<file path="config.mk">
export PLATFORM = sky130hd
export DESIGN_NAME = rocca_ctrl
export DESIGN_NICKNAME = d
export VERILOG_FILES = /design/src/rtl/rocca_pkg.sv /design/src/rtl/rocca_ctrl.sv
export SDC_FILE = /design/constraint.sdc
export NUM_CORES = 1
export LEC_CHECK = 0
export ABC_AREA = 1
export BUFFER_PORTS_ARGS = -buffer_cell sky130_fd_sc_hd__buf_2
export CAP_MARGIN = 20
export CORE_MARGIN = 8
export CORE_UTILIZATION = 45
export DETAILED_ROUTE_END_ITERATION = 6
export PLACE_DENSITY = 0.77
export SYNTH_ARGS = -nofsm -noshare
export SYNTH_HDL_FRONTEND = slang
export SYNTH_SLANG_ARGS = --single-unit
export TNS_END_PERCENT = 10
</file>
<file path="constraint.sdc">
create_clock -name clk -period 3.5 [get_ports clk]
set_input_delay 0.175 -clock clk [delete_from_list [all_inputs] [get_ports clk]]
set_output_delay 0.175 -clock clk [all_outputs]
set_load 0.1 [all_outputs]
</file>
<file path="src/rtl/rocca_pkg.sv">
// Package for the Rocca-S AEAD encrypt block: types, constants, AES round function.
// No dependencies.
`timescale 1ns / 1ps
`default_nettype none
package rocca_pkg;

  localparam int NumRounds = 16;
  localparam int RndCntW   = 5;

  localparam logic [2:0] CfgKey0Hi  = 3'd0;
  localparam logic [2:0] CfgKey0Lo  = 3'd1;
  localparam logic [2:0] CfgKey1Hi  = 3'd2;
  localparam logic [2:0] CfgKey1Lo  = 3'd3;
  localparam logic [2:0] CfgNonceHi = 3'd4;
  localparam logic [2:0] CfgNonceLo = 3'd5;
  localparam logic [2:0] NumCfgRegs = 3'd6;

  localparam logic [127:0] Z0 = 128'hcd65ef2391443771_22ae28d7982f8a42;
  localparam logic [127:0] Z1 = 128'hbcdb8981a5dbb5e9_2f3b4deccffbc0b5;
  localparam logic [7:0] GfReduce = 8'h1b;
  localparam logic [7:0] TopBit   = 8'h80;

  typedef enum logic [1:0] {
    CMD_INIT = 2'd0,
    CMD_AD   = 2'd1,
    CMD_MSG  = 2'd2,
    CMD_FIN  = 2'd3
  } cmd_t;

  typedef enum logic [1:0] {
    KIND_ACK    = 2'd0,
    KIND_CIPHER = 2'd1,
    KIND_TAG    = 2'd2
  } kind_t;

  typedef enum logic [2:0] {
    ST_IDLE,
    ST_INIT_LOAD,
    ST_ROUNDS,
    ST_KEY_MIX,
    ST_SINGLE,
    ST_OUTPUT
  } state_t;

  typedef enum logic [1:0] {
    RND_Z,
    RND_DATA,
    RND_LEN
  } rnd_sel_t;

  typedef struct packed {
    logic     load_init;
    logic     do_round;
    rnd_sel_t rnd_sel;
    logic     key_mix;
    logic     capture_in;
    logic     capture_ct;
    logic     capture_tag;
    logic     clear_out;
  } dp_cmd_t;

  localparam logic [7:0] SBOX [256] = '{
    8'h63,8'h7c,8'h77,8'h7b,8'hf2,8'h6b,8'h6f,8'hc5,8'h30,8'h01,8'h67,8'h2b,8'hfe,8'hd7,8'hab,8'h76,
    8'hca,8'h82,8'hc9,8'h7d,8'hfa,8'h59,8'h47,8'hf0,8'had,8'hd4,8'ha2,8'haf,8'h9c,8'ha4,8'h72,8'hc0,
    8'hb7,8'hfd,8'h93,8'h26,8'h36,8'h3f,8'hf7,8'hcc,8'h34,8'ha5,8'he5,8'hf1,8'h71,8'hd8,8'h31,8'h15,
    8'h04,8'hc7,8'h23,8'hc3,8'h18,8'h96,8'h05,8'h9a,8'h07,8'h12,8'h80,8'he2,8'heb,8'h27,8'hb2,8'h75,
    8'h09,8'h83,8'h2c,8'h1a,8'h1b,8'h6e,8'h5a,8'ha0,8'h52,8'h3b,8'hd6,8'hb3,8'h29,8'he3,8'h2f,8'h84,
    8'h53,8'hd1,8'h00,8'hed,8'h20,8'hfc,8'hb1,8'h5b,8'h6a,8'hcb,8'hbe,8'h39,8'h4a,8'h4c,8'h58,8'hcf,
    8'hd0,8'hef,8'haa,8'hfb,8'h43,8'h4d,8'h33,8'h85,8'h45,8'hf9,8'h02,8'h7f,8'h50,8'h3c,8'h9f,8'ha8,
    8'h51,8'ha3,8'h40,8'h8f,8'h92,8'h9d,8'h38,8'hf5,8'hbc,8'hb6,8'hda,8'h21,8'h10,8'hff,8'hf3,8'hd2,
    8'hcd,8'h0c,8'h13,8'hec,8'h5f,8'h97,8'h44,8'h17,8'hc4,8'ha7,8'h7e,8'h3d,8'h64,8'h5d,8'h19,8'h73,
    8'h60,8'h81,8'h4f,8'hdc,8'h22,8'h2a,8'h90,8'h88,8'h46,8'hee,8'hb8,8'h14,8'hde,8'h5e,8'h0b,8'hdb,
    8'he0,8'h32,8'h3a,8'h0a,8'h49,8'h06,8'h24,8'h5c,8'hc2,8'hd3,8'hac,8'h62,8'h91,8'h95,8'he4,8'h79,
    8'he7,8'hc8,8'h37,8'h6d,8'h8d,8'hd5,8'h4e,8'ha9,8'h6c,8'h56,8'hf4,8'hea,8'h65,8'h7a,8'hae,8'h08,
    8'hba,8'h78,8'h25,8'h2e,8'h1c,8'ha6,8'hb4,8'hc6,8'he8,8'hdd,8'h74,8'h1f,8'h4b,8'hbd,8'h8b,8'h8a,
    8'h70,8'h3e,8'hb5,8'h66,8'h48,8'h03,8'hf6,8'h0e,8'h61,8'h35,8'h57,8'hb9,8'h86,8'hc1,8'h1d,8'h9e,
    8'he1,8'hf8,8'h98,8'h11,8'h69,8'hd9,8'h8e,8'h94,8'h9b,8'h1e,8'h87,8'he9,8'hce,8'h55,8'h28,8'hdf,
    8'h8c,8'ha1,8'h89,8'h0d,8'hbf,8'he6,8'h42,8'h68,8'h41,8'h99,8'h2d,8'h0f,8'hb0,8'h54,8'hbb,8'h16
  };

  function automatic logic [7:0] xtime(input logic [7:0] x);
    return {x[6:0], 1'b0} ^ ((x & TopBit) != 8'd0 ? GfReduce : 8'd0);
  endfunction

  function automatic logic [127:0] cipher_round(input logic [127:0] st, input logic [127:0] key);
    logic [7:0] s [16];
    logic [7:0] t [16];
    logic [7:0] m [16];
    logic [7:0] all;
    logic [127:0] res;
    for (int i = 0; i < 16; i++) s[i] = st[127 - 8 * i -: 8];
    for (int r = 0; r < 4; r++)
      for (int c = 0; c < 4; c++)
        t[r + 4 * c] = SBOX[s[r + 4 * ((c + r) % 4)]];
    for (int c = 0; c < 4; c++) begin
      all = t[4*c] ^ t[4*c+1] ^ t[4*c+2] ^ t[4*c+3];
      m[4*c]   = t[4*c]   ^ all ^ xtime(t[4*c]   ^ t[4*c+1]);
      m[4*c+1] = t[4*c+1] ^ all ^ xtime(t[4*c+1] ^ t[4*c+2]);
      m[4*c+2] = t[4*c+2] ^ all ^ xtime(t[4*c+2] ^ t[4*c+3]);
      m[4*c+3] = t[4*c+3] ^ all ^ xtime(t[4*c+3] ^ t[4*c]);
    end
    for (int i = 0; i < 16; i++) res[127 - 8 * i -: 8] = m[i];
    return res ^ key;
  endfunction

  function automatic logic [63:0] bswap64(input logic [63:0] x);
    logic [63:0] r;
    for (int i = 0; i < 8; i++) r[8 * i +: 8] = x[56 - 8 * i +: 8];
    return r;
  endfunction

endpackage
`default_nettype wire

</file>
<file path="src/rtl/rocca_ctrl.sv">
// Rocca-S controller: sequences init, data and finalize commands and the handshakes.
// Depends on rocca_pkg.
`timescale 1ns / 1ps
`default_nettype none
module rocca_ctrl import rocca_pkg::*; (
  input  wire logic    clk,
  input  wire logic    rst,
  input  wire logic    in_valid,
  input  wire logic    out_stall,
  input  wire cmd_t    cmd,
  output logic         in_stall,
  output logic         out_valid,
  output dp_cmd_t      dp_cmd
);

  state_t state, state_next;
  cmd_t   cmd_q;
  logic [RndCntW-1:0] rnd_cnt, rnd_cnt_next;
  logic   accept;

  assign accept = in_valid && (state == ST_IDLE);

  always_ff @(posedge clk) begin
    if (rst) begin
      state   <= ST_IDLE;
      rnd_cnt <= '0;
      cmd_q   <= CMD_INIT;
    end else begin
      state   <= state_next;
      rnd_cnt <= rnd_cnt_next;
      if (accept) cmd_q <= cmd;
    end
  end

  always_comb begin
    state_next   = state;
    rnd_cnt_next = rnd_cnt;
    unique case (state)
      ST_IDLE: begin
        if (accept) begin
          rnd_cnt_next = '0;
          unique case (cmd)
            CMD_INIT: state_next = ST_INIT_LOAD;
            CMD_FIN:  state_next = ST_ROUNDS;
            default:  state_next = ST_SINGLE;
          endcase
        end
      end
      ST_INIT_LOAD: state_next = ST_ROUNDS;
      ST_ROUNDS: begin
        rnd_cnt_next = rnd_cnt + RndCntW'(1);
        if (rnd_cnt == RndCntW'(NumRounds - 1))
          state_next = (cmd_q == CMD_INIT) ? ST_KEY_MIX : ST_OUTPUT;
      end
      ST_KEY_MIX: state_next = ST_OUTPUT;
      ST_SINGLE:  state_next = ST_OUTPUT;
      ST_OUTPUT:  if (!out_stall) state_next = ST_IDLE;
      default:    state_next = ST_IDLE;
    endcase
  end

  always_comb begin
    dp_cmd    = '0;
    dp_cmd.rnd_sel = RND_DATA;
    in_stall  = (state != ST_IDLE);
    out_valid = (state == ST_OUTPUT);
    dp_cmd.capture_in = accept;
    unique case (state)
      ST_INIT_LOAD: dp_cmd.load_init = 1'b1;
      ST_ROUNDS: begin
        dp_cmd.do_round = 1'b1;
        dp_cmd.rnd_sel  = (cmd_q == CMD_INIT) ? RND_Z : RND_LEN;
        if (rnd_cnt == RndCntW'(NumRounds - 1)) begin
          dp_cmd.capture_tag = (cmd_q == CMD_FIN);
          dp_cmd.clear_out   = (cmd_q == CMD_INIT);
        end
      end
      ST_KEY_MIX: dp_cmd.key_mix = 1'b1;
      ST_SINGLE: begin
        dp_cmd.do_round   = 1'b1;
        dp_cmd.capture_ct = (cmd_q == CMD_MSG);
        dp_cmd.clear_out  = (cmd_q != CMD_MSG);
      end
      default: ;
    endcase
  end

endmodule
`default_nettype wire

</file>
== Word level (Yosys, flattened, before mapping) ==
Index checks and enable logic that the tools add are counted.
Widths: inputs -> output; s select.

* Add/subtract/negate cells: 1
* Eq/ne operators: 13
* Mux-type cells: 17
* Reduce and logical (&&, ||, !) cells: 10

{| class="wikitable"
|+ Operators by type and width
! cell !! count
|-
| $pmux 3 s5 || 1
|-
| $mux 3 || 4
|-
| $pmux 5 s2 || 1
|-
| $ne 2x2->1 const B || 4
|-
| $eq 2x2->1 const B || 3
|-
| $eq 3x2->1 const B || 2
|-
| $eq 3x3->1 const B || 2
|-
| $mux 2 || 3
|-
| $pmux 3 s2 || 1
|-
| $add 5x1->5 const B || 1
|-
| $eq 5x4->1 const B || 1
|-
| $mux 1 || 5
|-
| $mux 5 || 1
|-
| $logic_not 2->1 || 2
|-
| $reduce_or 2->1 || 2
|-
| $eq 3x1->1 const B || 1
|-
| $logic_not 3->1 || 1
|-
| $reduce_and 3->1 || 1
|-
| $reduce_bool 3->1 || 1
|-
| $pmux 1 s2 || 1
|-
| $reduce_and 2->1 || 1
|-
| $reduce_bool 2->1 || 1
|-
| $logic_and 1x1->1 || 1
|}

* Bits in registers: 10
* Bits of input ports: 6
* Output and inout bits: 11
* Word-level logic and storage cells: 44

== Depth between registers and ports, before layout ==
Gate-level depths: netlist of run 1.

* Word-level depth: 4
* Gate-level depth with buffers: 10
* Depth with buffers taken out: 10

== Worst setup path after synthesis of run 1 ==
No wires, ideal clock.

* Kind: flip-flop to output port
* From: register state[2]
* To: output dp_cmd[1] (netlist name)
* Arrival: 3.779 ns
* Data required time: 3.325 ns
* Slack: -0.454 ns
* Stages on the path, launching flop included: 4
* Buffers on the path: 0
* Path through: dfxtp_1 > inv_2 > nand3_4 > nor4_1

{| class="wikitable"
|+ RTL lines
! element !! line !! RTL
|-
| start: declaration || rocca_ctrl.sv:16 || <nowiki>state_t state, state_next;</nowiki>
|-
| start signal: assignment || rocca_ctrl.sv:29 || <nowiki>state <= state_next;</nowiki>
|-
| end: declaration || rocca_ctrl.sv:13 || <nowiki>output dp_cmd_t dp_cmd</nowiki>
|}

==> results of run 1 <==
[layer usage]
layer  part of all wire (%)  up-vias  track usage (%)
met5                      0        -                0
met4                   0.66        0            5.738
met3                    8.4        2            2.446
met2                     50       19            19.43
met1                     41      314            11.25
li1                       -      361                -
[synth_stat cells]
master	instances	area share (%)
inv_2	3	1.7
buf_4	1	1.1
nor3_1	3	2.2
or2_2	1	0.93
nand3_4	1	2.6
nand2_1	16	8.9
o22ai_1	1	0.93
nand3_2	3	4.5
nor2_1	9	5.0
o21ai_1	1	0.74
ha_1	4	7.4
nand4_1	1	0.93
nand2_2	1	0.93
dfxtp_1	10	30
nor4_1	1	0.93
o21ai_0	8	5.9
nor2_4	2	3.3
inv_1	20	11
nand3_1	6	4.5
a21oi_1	9	6.7
[area by class of cell]
type	count	area (µm²)	area share (%)
multi-input cells	67	386.6	47.76
inverters	23	86.33	10.66
flip-flops and latches	10	200.2	24.73
repair buffers	16	80.08	9.892
well taps	16	20.02	2.473
clock buffers	4	36.28	4.482
[final timing paths]
kind	startpoint	end	slack (ns)	cells past startpoint
worst min-delay path	rst	rnd_cnt[1]	0.15	2
worst min register to register	rnd_cnt[3]	rnd_cnt[3]	0.48	2
worst max-delay path	rnd_cnt[0]	dp_cmd[1]	1.41	7
worst max register to register	rnd_cnt[0]	state[2]	2.06	10
[critical path, cell delays in order, from the launching register on]
cell and delay, ns:
dfxtp_1 0.37, ha_1 0.18, inv_1 0.05, nor3_1 0.13, ha_1 0.19, inv_1 0.07
nor4_2 0.20, buf_2 0.46
[sequential cells by signal (all words and copies together) (netlist names)]
signal / count
state: 3
rnd_cnt: 5
cmd_q: 2
[cells by family (layout without fill, tap and decap cells)]
| logic type | count (synthesis) | in the layout | synth area share [%] |
|---|---|---|---|
| flip-flops | 10 | 10 | 29.68 |
| AND/OR/NAND/NOR | 44 | 44 | 34.70 |
| buffers and inverters | 24 | 43 | 13.91 |
| AO/OA/AOI/OAI | 19 | 19 | 14.29 |
| adder cells (fa/ha/maj) | 4 | 4 | 7.421 |
[per-stage QoR]
| stage | utilization (%) | std cells | area, µm² | hold slack [ns] | setup WS [ns] |
|---|---|---|---|---|---|
| finish | 55.68 | 136 | 809.5 | 0.1454 | 1.413 |
| global route | 55.68 | 136 | 809.5 | 0.1425 | 1.238 |
| detailed placement | 53.18 | 132 | 773.2 | 0.4203 | 1.689 |
| global placement | 53.18 | 132 | 773.2 | 0.4177 | 1.740 |
| CTS | 55.68 | 136 | 809.5 | 0.1383 | 1.385 |
| floorplan | - | 101 | 680.7 | 0.2441 | 0.5386 |
==> impl_results.md, run 1 <==
- Status: complete, no violations
- Clock skew: 0.004883 ns
- Clk pin slew, worst setup/hold paths: 0.06 ns
- Ys Warns: 0
- Worst skew pair latency: 0.26 ns
- Commonest non-fill, non-tap cell in the layout: inv_1
- Sink Count: 10
- Unrepaired setup endpoints after global routing: no
- Cts hold-fix bufs: 0
- Post-CTS Setup Inserts: 0
- Post-route ant nets: 0
- CP Capture Type: output port
- Die Wd: 54.71 µm
- Final wirelength: 1509 µm
- Final Max Tran Viols: 0
- Max Freq: 479.2 MHz
- Post-Synthesis Cells: 101
- CTS Buffer Depth: 2
- Setup Viol. Count Final: 0
- Post-layout net count: 131
- Crit-path max FO: 4
- Yosys cell types: 20
- Initial antenna violation count: 0
- Die height: 54.71 µm
- Layout area overhead: 20.04%
- DRC: 0
- Final hold vios: 0
- Relative slew margins: 67.70%
- Sequential share of the synthesized area: 29.68%
- Final GP Congestion: 0.9193
- CP Data Arrival Time: 1.91 ns
- # port buffers: 16
- Number of CTS-inserted buffers: 3
- Synthesized area: 674.4 µm²
- WS Path Type: flip-flop to output port
- Initial DRC Count: 10
- Pin count of the biggest net entering global routing: 10
- Clock root cell: clkbuf_4
- Total Routing Usage GR: 10.79%
- Minimum clock period: 2.087 ns
- Seq cells post-synth: 10
- H-Tree Depth: 1
- Ports: 17
- Fill cells: 149
- Syn_nets: 111
- Via count: 696
- Worst slew pin tran: 0.4879 ns
- Wire per inst: 11.10 µm
- Initial Util: 46.39%
- Critical Path Source Type: flip-flop
- Post-Syn Area per Cell: 6.677 µm²
- Share of cells above drive strength 1: 26.67%
- Min-delay worst type: primary input to flip-flop
- Die Area: 2993 µm²
- Vias in the first global route: 617
- Core ar.: 1454 µm²
- TritonCTS clock tree: done
- Total overflow reported by the global router: 0
- Most frequent cells in the layout: inv_1, nand2_1, buf_2
- Crit share post-route: 59.62%
- Resize count post-CTS: 0
- Cell Rows: 14
- Antenna Diode Count: 0
- Total Neg Setup Slack: 0 ns
- DP HPWL: 1278 µm
- Routed vias/inst: 5.118
- First-pass GRT wire length: 2428 µm
- Drt pass-1 iters: 4
- Max Cap Viol: 0
- Critical path required time: 3.32 ns
Power of run 1 is left out: the tool's default activity adds up to more than one toggle a clock period on the data nets, which glitch-free logic cannot reach.
==> inputs of run 2 (changes only) <==
==> constraint.sdc (replaced) <==
create_clock -name clk -period 2.1 [get_ports clk]
set_input_delay 0.105 -clock clk [delete_from_list [all_inputs] [get_ports clk]]
set_output_delay 0.105 -clock clk [all_outputs]
set_load 0.1 [all_outputs]
==> run 2 against run 1 <==
Global-route usage unchanged. Setup slack got worse by 1.2 ns. Count of clock-buffer cells in the layout unchanged. Final cell count unchanged. Register-to-register slack got worse by 1.5 ns. Critical path type unchanged. Sequential cell count unchanged. Critical path depth unchanged. Via count decreased by 0.43%. Hold slack got worse by 0.074 ns.
==> impl_results.md, run 2 (synthesized netlist as in run 1, its figures left out) <==
- Status: complete, no violations
- CP Capture Type: output port
- Max reg flops: 5
- Antenna Diode Count: 0
- Die height: 54.71 µm
- DRC: 0
- Biggest regs: rnd_cnt (5), state (3), cmd_q (2)
- Sink Count: 10
- Critical path required time: 2.00 ns
- Clk pin slew, worst setup/hold paths: 0.07 ns
- Worst skew pair latency: 0.26 ns
- Ports: 17
- Most frequent cells in the layout: inv_1, nand2_1, buf_2
- Min-delay worst type: primary input to flip-flop
- Via count: 693
- DP HPWL: 1241 µm
- Final GP Congestion: 0.8445
- Setup Viol. Count Final: 0
- # port buffers: 16
- Worst slew pin tran: 0.4878 ns
- Crit-path cells: ha_1 -> inv_1 -> nor3_1 -> ha_1 -> inv_1 -> nor4_2 -> buf_4
- Crit share post-route: 91.95%
- Final hold vios: 0
- Share of cells above drive strength 1: 27.50%
- Initial DRC Count: 12
- Initial Util: 46.39%
- Post-layout net count: 131
- Routed vias/inst: 5.096
- Total overflow reported by the global router: 0
- Number of CTS-inserted buffers: 3
- WS Path Type: flip-flop to output port
- CP Data Arrival Time: 1.83 ns
- Core ar.: 1454 µm²
- CTS Buffer Depth: 2
- Die Area: 2993 µm²
- Wire per inst: 10.91 µm
- Clock skew: 0.006409 ns
- Largest stage delay on the critical path: 0.37 ns
- Dpl cells: 132
- Critical Path Source Type: flip-flop
- Relative slew margins: 67.70%
- H-Tree Depth: 1
- Vias in the first global route: 622
- Cell Rows: 14
- Pin count of the biggest net entering global routing: 10
- Drt pass-1 iters: 4
- Final Max Tran Viols: 0
- Most flops, register: rnd_cnt
- Die Wd: 54.71 µm
- TritonCTS clock tree: done
- Final wirelength: 1484 µm
- Minimum clock period: 1.931 ns
- First-pass GRT wire length: 2477 µm
- Commonest non-fill, non-tap cell in the layout: inv_1
- Clock root cell: clkbuf_4
- Initial antenna violation count: 0
- Post-route ant nets: 0
- Max Freq: 517.9 MHz
- Max Cap Viol: 0
- Layout area overhead: 21.15%
- Total Routing Usage GR: 10.79%
- CP max-delay cell: dfxtp_1
- Crit-path max FO: 4
- Cts hold-fix bufs: 0
- Final non-filler cell total: 136
==> run 2: cell counts in the layout (fill, tap and decap cells not counted) <==
Identical to the previous run, type by type.
==> run 2: layout make-up <==
type,count,area [µm²]
Fill cell,151,636.9
Timing Repair Buffer,16,82.58
Sequential cell,10,200.2
Inverter,23,86.33
Clock buffer,4,36.28
Tap cell,16,20.02
Multi-Input combinational cell,67,391.6
==> run 2: repair_timing <==
action	in CTS	in global routing
endpoints found under the setup margin	0	1
gates resized for setup	0	2
buffers inserted	0	0
==> run 2: per-stage QoR <==
stage / cell area (µm²) / setup slack (ns) / hold WS (ns) / util, % / setup TNS [ns]
2_1_floorplan: 685.7 / -0.6457 / 0.1741 / - / -1.320
3_3_place_gp: 778.2 / 0.3988 / 0.3448 / 53.53 / 0
3_5_place_dp: 778.2 / 0.3622 / 0.3427 / 53.53 / 0
4_1_cts: 814.5 / 0.06890 / 0.07076 / 56.02 / 0
5_1_grt: 817.0 / -0.001064 / 0.06422 / 56.20 / -0.001064
6_report: 817.0 / 0.1690 / 0.07192 / 56.20 / 0
==> run 2: final timing paths <==
path | startpoint | end | slack (ns) | cells after the start
max | rnd_cnt[0] | dp_cmd[1] | 0.17 | 7
min | rst | rnd_cnt[4] | 0.07 | 2
max reg2reg | rnd_cnt[0] | state[2] | 0.61 | 10
min reg2reg | rnd_cnt[3] | rnd_cnt[3] | 0.47 | 2
==> run 2: routing by layer <==
layer | share of wire, % | wire length (µm) | track usage [%]
met5 | 0 | 0 | 0
met4 | 0.54 | 8 | 2.459
met3 | 8.8 | 130 | 3.261
met2 | 47 | 693 | 19.06
met1 | 44 | 651 | 12.33
==> run 2: worst max-delay path: cells and delay by family, from the launching register on <==
family,cells,cell delay (ns)
simple gates,2,0.36
flops,1,0.37
fa+ha+maj,2,0.37
buf+inv,3,0.46
Power of run 2 is left out for the same reason.
